`config.mk`:
```
export PLATFORM = sky130hd
export DESIGN_NAME = constant_column_detector_unit
export DESIGN_NICKNAME = d
export VERILOG_FILES = /design/src/rtl/core/ccd_pkg.sv /design/src/rtl/core/constant_column_detector_unit.sv
export SDC_FILE = /design/constraint.sdc
export NUM_CORES = 2
export LEC_CHECK = 0
export ABC_AREA = 1
export BUFFER_PORTS_ARGS = -buffer_cell sky130_fd_sc_hd__buf_2
export CAP_MARGIN = 20
export CELL_PAD_IN_SITES_DETAIL_PLACEMENT = 1
export CELL_PAD_IN_SITES_GLOBAL_PLACEMENT = 2
export CORE_MARGIN = 2
export CORE_UTILIZATION = 49
export CTS_CLUSTER_DIAMETER = 200
export DETAILED_ROUTE_END_ITERATION = 12
export GPL_TIMING_DRIVEN = 1
export PLACE_DENSITY = 0.88
export SYNTH_ARGS = -nofsm -noshare
export SYNTH_HDL_FRONTEND = slang
export SYNTH_SLANG_ARGS = --single-unit
```
`constraint.sdc`:
```
create_clock -name clock -period 13.57 [get_ports clock]
set_clock_uncertainty 0.1 [all_clocks]
set_input_delay 1.357 -clock clock [delete_from_list [all_inputs] [get_ports clock]]
set_output_delay 1.357 -clock clock [all_outputs]
set_load 0.01 [all_outputs]
```
`src/rtl/core/ccd_pkg.sv`:
```
`timescale 1ns / 1ps

package ccd_pkg;

   // Default geometry
   localparam int MAX_COLUMNS_DEF = 64;
   localparam int VALUE_WIDTH_DEF = 32;

   // Fixed field widths
   localparam int MASK_W     = 64;
   localparam int COUNT_W    = 7;
   localparam int TOL_W      = 31;
   localparam int CSR_IDX_W  = 2;
   localparam int CSR_DATA_W = 32;

   // Register indexes
   localparam logic [CSR_IDX_W-1:0] REG_NUM_COLUMNS  = 2'd0;
   localparam logic [CSR_IDX_W-1:0] REG_ABORT_FLOOR  = 2'd1;
   localparam logic [CSR_IDX_W-1:0] REG_TOLERANCE    = 2'd2;
   localparam logic [CSR_IDX_W-1:0] REG_APPROX_MODE  = 2'd3;

   // Verdict codes
   localparam logic VERDICT_ABORT = 1'b0;
   localparam logic VERDICT_DONE  = 1'b1;

   // Result queue depth
   localparam int FIFO_DEPTH = 4;

   typedef struct packed {
      logic                verdict;
      logic [MASK_W-1:0]   mask;
      logic [COUNT_W-1:0]  count;
   } result_type;

endpackage

```
`src/rtl/core/constant_column_detector_unit.sv`:
```
`timescale 1ns / 1ps

// Constant column detector. Matrix elements arrive row-major, one beat per element, and the
// block sustains one element per clock cycle while req_stall is low. Each element passes
// through the accept stage (its column's first-row entry is read from, or written to, the
// single-port first-row memory) and then a compare and count stage. Results wait in a
// four-deep queue; req_stall rises only when that queue plus the element in the compare
// stage would fill it, i.e. after results have been held back by rsp_stall. Configuration
// writes are always taken (csr_ready is tied high) and must only be made while idle.
module constant_column_detector_unit #(
   parameter int MAX_COLUMNS = ccd_pkg::MAX_COLUMNS_DEF,
   parameter int VALUE_WIDTH = ccd_pkg::VALUE_WIDTH_DEF
) (
   input  logic                                clock,
   input  logic                                reset,
   // element channel
   input  logic                                req_valid,
   output logic                                req_stall,
   input  logic signed [VALUE_WIDTH-1:0]       req_value,
   input  logic                                req_last_element,
   // result channel
   output logic                                rsp_valid,
   input  logic                                rsp_stall,
   output logic                                rsp_verdict,
   output logic [ccd_pkg::MASK_W-1:0]          rsp_variable_mask,
   output logic [ccd_pkg::COUNT_W-1:0]         rsp_constant_count,
   // configuration channel
   input  logic                                csr_valid,
   output logic                                csr_ready,
   input  logic [ccd_pkg::CSR_IDX_W-1:0]       csr_index,
   input  logic [ccd_pkg::CSR_DATA_W-1:0]      csr_data
);
   import ccd_pkg::*;

   localparam int POS_W   = (MAX_COLUMNS > 1) ? $clog2(MAX_COLUMNS) : 1;
   localparam int CMP_W   = (VALUE_WIDTH > TOL_W) ? VALUE_WIDTH : TOL_W;
   localparam int QPTR_W  = $clog2(FIFO_DEPTH);
   localparam int QCNT_W  = $clog2(FIFO_DEPTH + 1);
   localparam logic [COUNT_W-1:0] MAX_CNT = COUNT_W'(MAX_COLUMNS);

   // ------------------------------------------------------------------
   // Configuration registers
   // ------------------------------------------------------------------
   logic [COUNT_W-1:0] num_columns_ff;
   logic [COUNT_W-1:0] abort_floor_ff;
   logic [TOL_W-1:0]   tolerance_ff;
   logic               approx_mode_ff;

   assign csr_ready = 1'b1;

   always_ff @(posedge clock) begin
      if (reset) begin
         num_columns_ff  <= COUNT_W'(64);
         abort_floor_ff  <= '0;
         tolerance_ff    <= '0;
         approx_mode_ff  <= 1'b0;
      end else if (csr_valid && csr_ready) begin
         unique case (csr_index)
            REG_NUM_COLUMNS:  num_columns_ff  <= csr_data[COUNT_W-1:0];
            REG_ABORT_FLOOR:  abort_floor_ff  <= csr_data[COUNT_W-1:0];
            REG_TOLERANCE:    tolerance_ff    <= csr_data[TOL_W-1:0];
            REG_APPROX_MODE:  approx_mode_ff  <= csr_data[0];
            default: ;
         endcase
      end
   end

   // effective column count, clamped to 1..MAX_COLUMNS
   logic [COUNT_W-1:0] eff_cols;
   always_comb begin
      if (num_columns_ff == '0)
         eff_cols = COUNT_W'(1);
      else if (num_columns_ff > MAX_CNT)
         eff_cols = MAX_CNT;
      else
         eff_cols = num_columns_ff;
   end

   // ------------------------------------------------------------------
   // Stage 0: column tracking and first-row memory access
   // ------------------------------------------------------------------
   logic [POS_W-1:0]   column_pos_ff, column_pos_in;
   logic               in_first_ff, in_first_in;
   logic [POS_W-1:0]   cur_pos;
   logic [COUNT_W-1:0] pos_next;
   logic               accept;
   logic [QCNT_W-1:0]  q_count_ff, q_count_in;
   logic               s1_valid_ff;
   logic [QCNT_W-1:0]  occupancy;

   assign occupancy = q_count_ff + QCNT_W'(s1_valid_ff);
   assign req_stall = (occupancy >= QCNT_W'(FIFO_DEPTH));
   assign accept    = req_valid && !req_stall;

   // position wraps at the current column count
   always_comb begin
      if (COUNT_W'(column_pos_ff) >= eff_cols)
         cur_pos = '0;
      else
         cur_pos = column_pos_ff;
      pos_next = COUNT_W'(cur_pos) + COUNT_W'(1);
      if (req_last_element) begin
         column_pos_in = '0;
         in_first_in   = 1'b1;
      end else if (pos_next >= eff_cols) begin
         column_pos_in = '0;
         in_first_in   = 1'b0;
      end else begin
         column_pos_in = pos_next[POS_W-1:0];
         in_first_in   = in_first_ff;
      end
   end

   always_ff @(posedge clock) begin
      if (reset) begin
         column_pos_ff <= '0;
         in_first_ff   <= 1'b1;
      end else if (accept) begin
         column_pos_ff <= column_pos_in;
         in_first_ff   <= in_first_in;
      end
   end

   // first-row memory: one access per element, read data registered
   logic [VALUE_WIDTH-1:0] first_row_mem [MAX_COLUMNS];
   logic [VALUE_WIDTH-1:0] ref_data_ff;

   always_ff @(posedge clock) begin
      if (accept) begin
         if (in_first_ff)
            first_row_mem[cur_pos] <= req_value;
         ref_data_ff <= first_row_mem[cur_pos];
      end
   end

   // element carried into the compare stage
   logic [POS_W-1:0]       s1_pos_ff;
   logic                   s1_first_ff;
   logic                   s1_start_ff;
   logic                   s1_last_ff;
   logic [VALUE_WIDTH-1:0] s1_value_ff;

   always_ff @(posedge clock) begin
      if (reset)
         s1_valid_ff <= 1'b0;
      else
         s1_valid_ff <= accept;
   end

   always_ff @(posedge clock) begin
      if (accept) begin
         s1_pos_ff   <= cur_pos;
         s1_first_ff <= in_first_ff;
         s1_start_ff <= in_first_ff && (column_pos_ff == '0);
         s1_last_ff  <= req_last_element;
         s1_value_ff <= req_value;
      end
   end

   // ------------------------------------------------------------------
   // Stage 1: compare against the first row, update flags and count
   // ------------------------------------------------------------------
   logic [MAX_COLUMNS-1:0] flags_ff, flags_in;
   logic [COUNT_W-1:0]     left_ff, left_in;
   logic                   stopped_ff, stopped_in;

   logic signed [VALUE_WIDTH:0] diff;
   logic [VALUE_WIDTH:0]        diff_abs;
   logic [CMP_W-1:0]            mag;
   logic                        varies;
   logic [MAX_COLUMNS-1:0]      flags_base, flags_upd, col_bit;
   logic [COUNT_W-1:0]          left_base, left_upd;
   logic                        newly, stop_abort, stop_done, push;
   result_type                  push_data;

   always_comb begin
      diff     = $signed({s1_value_ff[VALUE_WIDTH-1], s1_value_ff})
               - $signed({ref_data_ff[VALUE_WIDTH-1], ref_data_ff});
      diff_abs = diff[VALUE_WIDTH] ? (~diff + 1'b1) : diff;
      mag      = CMP_W'(diff_abs[VALUE_WIDTH-1:0]);
      if (approx_mode_ff)
         varies = mag > CMP_W'(tolerance_ff);
      else
         varies = s1_value_ff != ref_data_ff;
   end

   always_comb begin
      flags_base = s1_start_ff ? '0 : flags_ff;
      left_base  = s1_start_ff ? eff_cols : left_ff;
      col_bit    = MAX_COLUMNS'(1) << s1_pos_ff;
      newly      = s1_valid_ff && !stopped_ff && !s1_first_ff && varies
                && !flags_base[s1_pos_ff];
      flags_upd  = newly ? (flags_base | col_bit) : flags_base;
      left_upd   = (newly && (left_base != '0)) ? (left_base - COUNT_W'(1)) : left_base;
      stop_abort = newly && (left_upd < abort_floor_ff);
      stop_done  = newly && !stop_abort && (left_upd == '0);
      push       = s1_valid_ff && !stopped_ff && (stop_abort || stop_done || s1_last_ff);
      push_data.verdict = stop_abort ? VERDICT_ABORT : VERDICT_DONE;
      push_data.mask    = MASK_W'(flags_upd);
      push_data.count   = left_upd;
   end

   // per-matrix state; the last element always restarts it
   always_comb begin
      flags_in   = flags_ff;
      left_in    = left_ff;
      stopped_in = stopped_ff;
      if (s1_valid_ff) begin
         if (s1_last_ff) begin
            flags_in   = '0;
            left_in    = eff_cols;
            stopped_in = 1'b0;
         end else if (!stopped_ff) begin
            flags_in   = flags_upd;
            left_in    = left_upd;
            stopped_in = stop_abort || stop_done;
         end
      end
   end

   always_ff @(posedge clock) begin
      if (reset) begin
         flags_ff   <= '0;
         left_ff    <= MAX_CNT;
         stopped_ff <= 1'b0;
      end else begin
         flags_ff   <= flags_in;
         left_ff    <= left_in;
         stopped_ff <= stopped_in;
      end
   end

   // ------------------------------------------------------------------
   // Result queue
   // ------------------------------------------------------------------
   result_type         queue_ff [FIFO_DEPTH];
   logic [QPTR_W-1:0]  wr_ptr_ff, rd_ptr_ff;
   logic               pop;
   result_type         head;

   assign head      = queue_ff[rd_ptr_ff];
   assign rsp_valid = (q_count_ff != '0);
   assign pop       = rsp_valid && !rsp_stall;
   assign q_count_in = q_count_ff + QCNT_W'(push) - QCNT_W'(pop);

   always_ff @(posedge clock) begin
      if (push)
         queue_ff[wr_ptr_ff] <= push_data;
   end

   always_ff @(posedge clock) begin
      if (reset) begin
         wr_ptr_ff  <= '0;
         rd_ptr_ff  <= '0;
         q_count_ff <= '0;
      end else begin
         if (push)
            wr_ptr_ff <= wr_ptr_ff + QPTR_W'(1);
         if (pop)
            rd_ptr_ff <= rd_ptr_ff + QPTR_W'(1);
         q_count_ff <= q_count_in;
      end
   end

   assign rsp_verdict        = head.verdict;
   assign rsp_variable_mask  = head.mask;
   assign rsp_constant_count = head.count;

   // ------------------------------------------------------------------
   // Assertions
   // ------------------------------------------------------------------
   a_queue_bound: assert property (@(posedge clock) disable iff (reset)
      q_count_ff <= QCNT_W'(FIFO_DEPTH))
      else $error("result queue overfilled");

   a_full_no_inflight: assert property (@(posedge clock) disable iff (reset)
      (q_count_ff == QCNT_W'(FIFO_DEPTH)) |-> !s1_valid_ff)
      else $error("element in flight with full result queue");

   a_stopped_silent: assert property (@(posedge clock) disable iff (reset)
      (s1_valid_ff && stopped_ff) |-> !push)
      else $error("result produced after a stop");

   a_left_bound: assert property (@(posedge clock) disable iff (reset)
      left_ff <= MAX_CNT)
      else $error("constant count above column limit");

endmodule
```
==> metrics.md <==
| Metric | Value |
|---|---|
| Status | complete, but fails checks |
| Failing checks | slew limit |
| DR WL met2 | 158000 µm |
| Largest net degree at the start of global routing | 90 |
| GRT Util Overall | about a third |
| Detailed-route vias per instance | ~6.4 |
| Clk pwr share | around two fifths |
| H-tree lvl count | 5 |
| Synth Area per Inst | approximately 13 µm² |
| Die area | roughly 210000 µm² |
| CTS Sinks | around 2500 |
| Post-CTS Setup Inserts | 0 |
| Layout cells sized above 1 | a little over a tenth |
| Max IR drop VDD | 182 µV |
| RSZ-0062 raised after global routing | no |
| CTS tree | built |
| Placer Congestion | approximately 0.84 |
| Most common cell after layout, fill and taps aside | edfxtp_1 |
| WL final | about 330000 µm |
| Later-pin clock latency in the skew report | between 0.9 and 1 ns |
| Leakage power | 37.6 nW |
| Post-Synth Adder-Cell Area | about 1.2% |
| Synthesized instance count | ~7600 |
| Flop pwr share | 47.6% |
| CTS Hold Bufs | 0 |
| Cell-internal power | 13.6 mW |
| XOR/XNOR Fraction of Synth Area | less than 1% |
| Filler cells | approximately 20000 |
| Crit path time final | around 8.7 ns |
| CP peak stage delay | 0.81 ns |
| Synth Area in Compound Gates | 10.8% |
| CTS resizes | 0 |
| MaxCap Viol Count | 0 |
| Req. time, crit path | between 10 and 15 ns |
| Critical Path Source | ref_data_ff[0] |
| Syn Nets | just under 8000 |
| PwrDens | ~160 nW/µm² |
| I/O Pins | about 150 |
| Cts bufs inserted | around 280 |
| Synth Area in Simple Gates | about a tenth |
| Final Slew Violations | 1 |
| Critical Path Source Type | register |
| Die Y | ~460 µm |
| Root buffer cell | clkbuf_16 |
| CP max stage cell | buf_4 |
| Synth Register Bits | 2544 |
| Initial Util | approximately 49% |
| Max-Slew Margin vs Limit | -0.693% |
| DR DRC count | 0 |
| IO buf count | between 100 and 150 |
| Vias | 67998 |
| Tightest Pin Transition | approximately 1.5 ns |
| Largest family of logic cells by synthesized area | compound AO/OA/AOI/OAI gates |
| Final ANT Viol Nets | 0 |
| DRT met1 WL | 122000 µm |
| Synth Cell Area | 100000 µm² |
| Final hold viol count | 0 |
| Setup TNS | 0 ns |
| Area Overhead vs Synth | 13.2% |
| Rows | about 170 |
| CP endpoint kind | register |
| Crit Path Max Fanout | just over 50 |
| Top Metal Used | met5 |
| Initial antenna violation count | 33 |
| Most frequent cells in the layout | 2409 x edfxtp_1, 1327 x nand2_1, 685 x o21ai_0 |
| Width of the die | 457 µm |
| Sw power | roughly 4.8 mW |
| Post-synth ARST share | 0% |
| Met3 WL post-DR | roughly 37000 µm |
| Crit path DAT | roughly 9 ns |
| Overflow after GRT | 0 |
| Logic pwr share | between 10% and 20% |
| CTS Buffer Depth | 4 |
| Kind of critical path | reg -> reg |
| Crit-path most repeated cell | nand2_1 |
| WL per Instance | 31.3 µm |
| Dpl hpwl | 190000 µm |
| Placed cell count | slightly above 10000 |
| Nets | ~8000 |
| Synth warn | 0 |
| Sw Share | a little over a quarter |
| Fin Hold WS | ~0.36 ns |
| Worst hold path startpoint | tolerance_ff[0] |
| Type of the worst min-delay path | reg -> reg |
| Multiplexer share of the synthesized area | 0% |
| Clock Pin Slew Worst Setup and Hold Paths | about 0.06 ns |
| Dominant synthesized flop cell | edfxtp_1 |
| Initial drt markers | just over 8000 |
| Number of enable flip-flop cells after synthesis | roughly 2400 |
| Vias in the first global route | approximately 70000 |
| Reg-to-reg critical path startpoint | ref_data_ff[0] |
| # setup viols final | 0 |
| Global-route wire length before repair | between 400000 and 500000 µm |
| F_max | ~120 MHz |
| Yosys cell types | 63 |
| CORE AREA | just over 200000 µm² |
| Register area share after synthesis | 74.8% |
| Crit share post-route | 63.8% |
| Layout Cells excl Fill | about 11000 |
| Pre-antenna DRT Iters | 6 |
==> cell families (layout without fill, tap and decap cells) <==
family,after synthesis,after routing
flip-flops,2544,2544
AND/OR/NAND/NOR,2433,2433
AO/OA/AOI/OAI,1703,1703
buffers and inverters,757,1158
adder cells (fa/ha/maj),94,94
XOR/XNOR,41,41
other,1,6
==> registers in the layout, summed over array words and instances (netlist names), 7 cells and up, named ones only <==
register and cells:
first_row_mem 2048, queue_ff 288, flags_ff 64, ref_data_ff 32, s1_value_ff 32, tolerance_ff 31
abort_floor_ff 7, left_ff 7, num_columns_ff 7
==> synth_stat cells (6+ instances only) <==
master	n	area [µm²]
inv_2	19	71.3
buf_1	58	218
o22ai_1	95	594
xnor2_1	9	78.8
a22o_1	195	1710
o2111ai_1	41	359
xor2_1	32	280
inv_1	327	1230
o311ai_0	7	61.3
nand2_2	18	113
edfxtp_1	2409	72300
ha_1	92	1150
a31oi_1	15	93.8
nand3b_1	6	45.0
o211ai_1	100	751
clkinv_1	8	30.0
nor3_1	21	105
a32o_1	23	230
dfxtp_1	135	2700
nor2_2	13	81.3
a21oi_1	267	1340
a211oi_1	13	97.6
nand3_2	6	60.1
o21ai_1	31	155
nand2_1	1327	4980
nand4_1	143	895
o31ai_1	6	45.0
buf_2	68	340
clkbuf_1	275	1030
nor2_1	719	2700
a221oi_1	188	1650
nor4_1	12	75.1
o21ai_0	685	3430
o21a_1	6	45.0
nand3_1	145	726
==> per-stage QoR <==
stage | util, % | total power, mW | area (µm²) | setup WS (ns)
4_1_cts | 55.6 | 18.5 | 113000 | 4.73
6_report | 55.6 | 18.4 | 114000 | 4.91
2_1_floorplan | - | 10.4 | 100000 | 4.72
5_1_grt | 55.6 | 19.0 | 114000 | 4.09
3_5_place_dp | 51.4 | 11.3 | 105000 | 4.78
3_3_place_gp | 51.4 | 11.2 | 105000 | 4.87
==> power groups by stage <==
| stage | clock network [mW] | logic, mW | registers [mW] |
|---|---|---|---|
| final | 7.28 | 2.39 | 8.78 |
| after CTS | 7.32 | 2.38 | 8.78 |
| after detailed placement | 0 | 2.35 | 8.94 |
| after global routing | 7.56 | 2.63 | 8.79 |
| after global placement | 0 | 2.27 | 8.93 |
| after floorplan | 0 | 1.45 | 8.91 |
==> cell type report <==
class,instances,area [µm²],share of cell area [%]
clock buffer,349,7410,6.53
multi-input combinational,4272,23000,20.2
clock inverter,115,1090,0.956
antenna,5,12.5,0.0110
timing repair buffer,340,2300,2.03
sequential,2544,75000,66.1
inverter,354,1370,1.20
tap,2688,3360,2.96
==> critical path: cells and delay by family, from the launching register on <==
kind / cells / cell delay, ns
xor gates and xnor gates: 1 / 0.17
buffers and inverters: 5 / 1.43
DFF: 1 / 0.38
AOI/OAI and AO/OA: 3 / 0.52
adders and majority gates: 4 / 1.24
and+or+nand+nor: 35 / 4.37
==> metal layers <==
| metal | GRT usage (%) | vias up |
|---|---|---|
| met1 | 40.2 | 34338 |
| li1 | - | 28438 |
| met4 | 15.3 | 34 |
| met3 | 7.53 | 1004 |
| met2 | 51.3 | 4184 |
| met5 | 0 | - |
==> final timing paths <==
kind | to | slack [ns] | cells past startpoint
max reg2reg | queue_ff[0][50] | 4.91 | 48
min reg2reg | tolerance_ff[0] | 0.36 | 2
min | tolerance_ff[0] | 0.36 | 2
max | queue_ff[0][50] | 4.91 | 48
(Power assumes the default switching activity.)
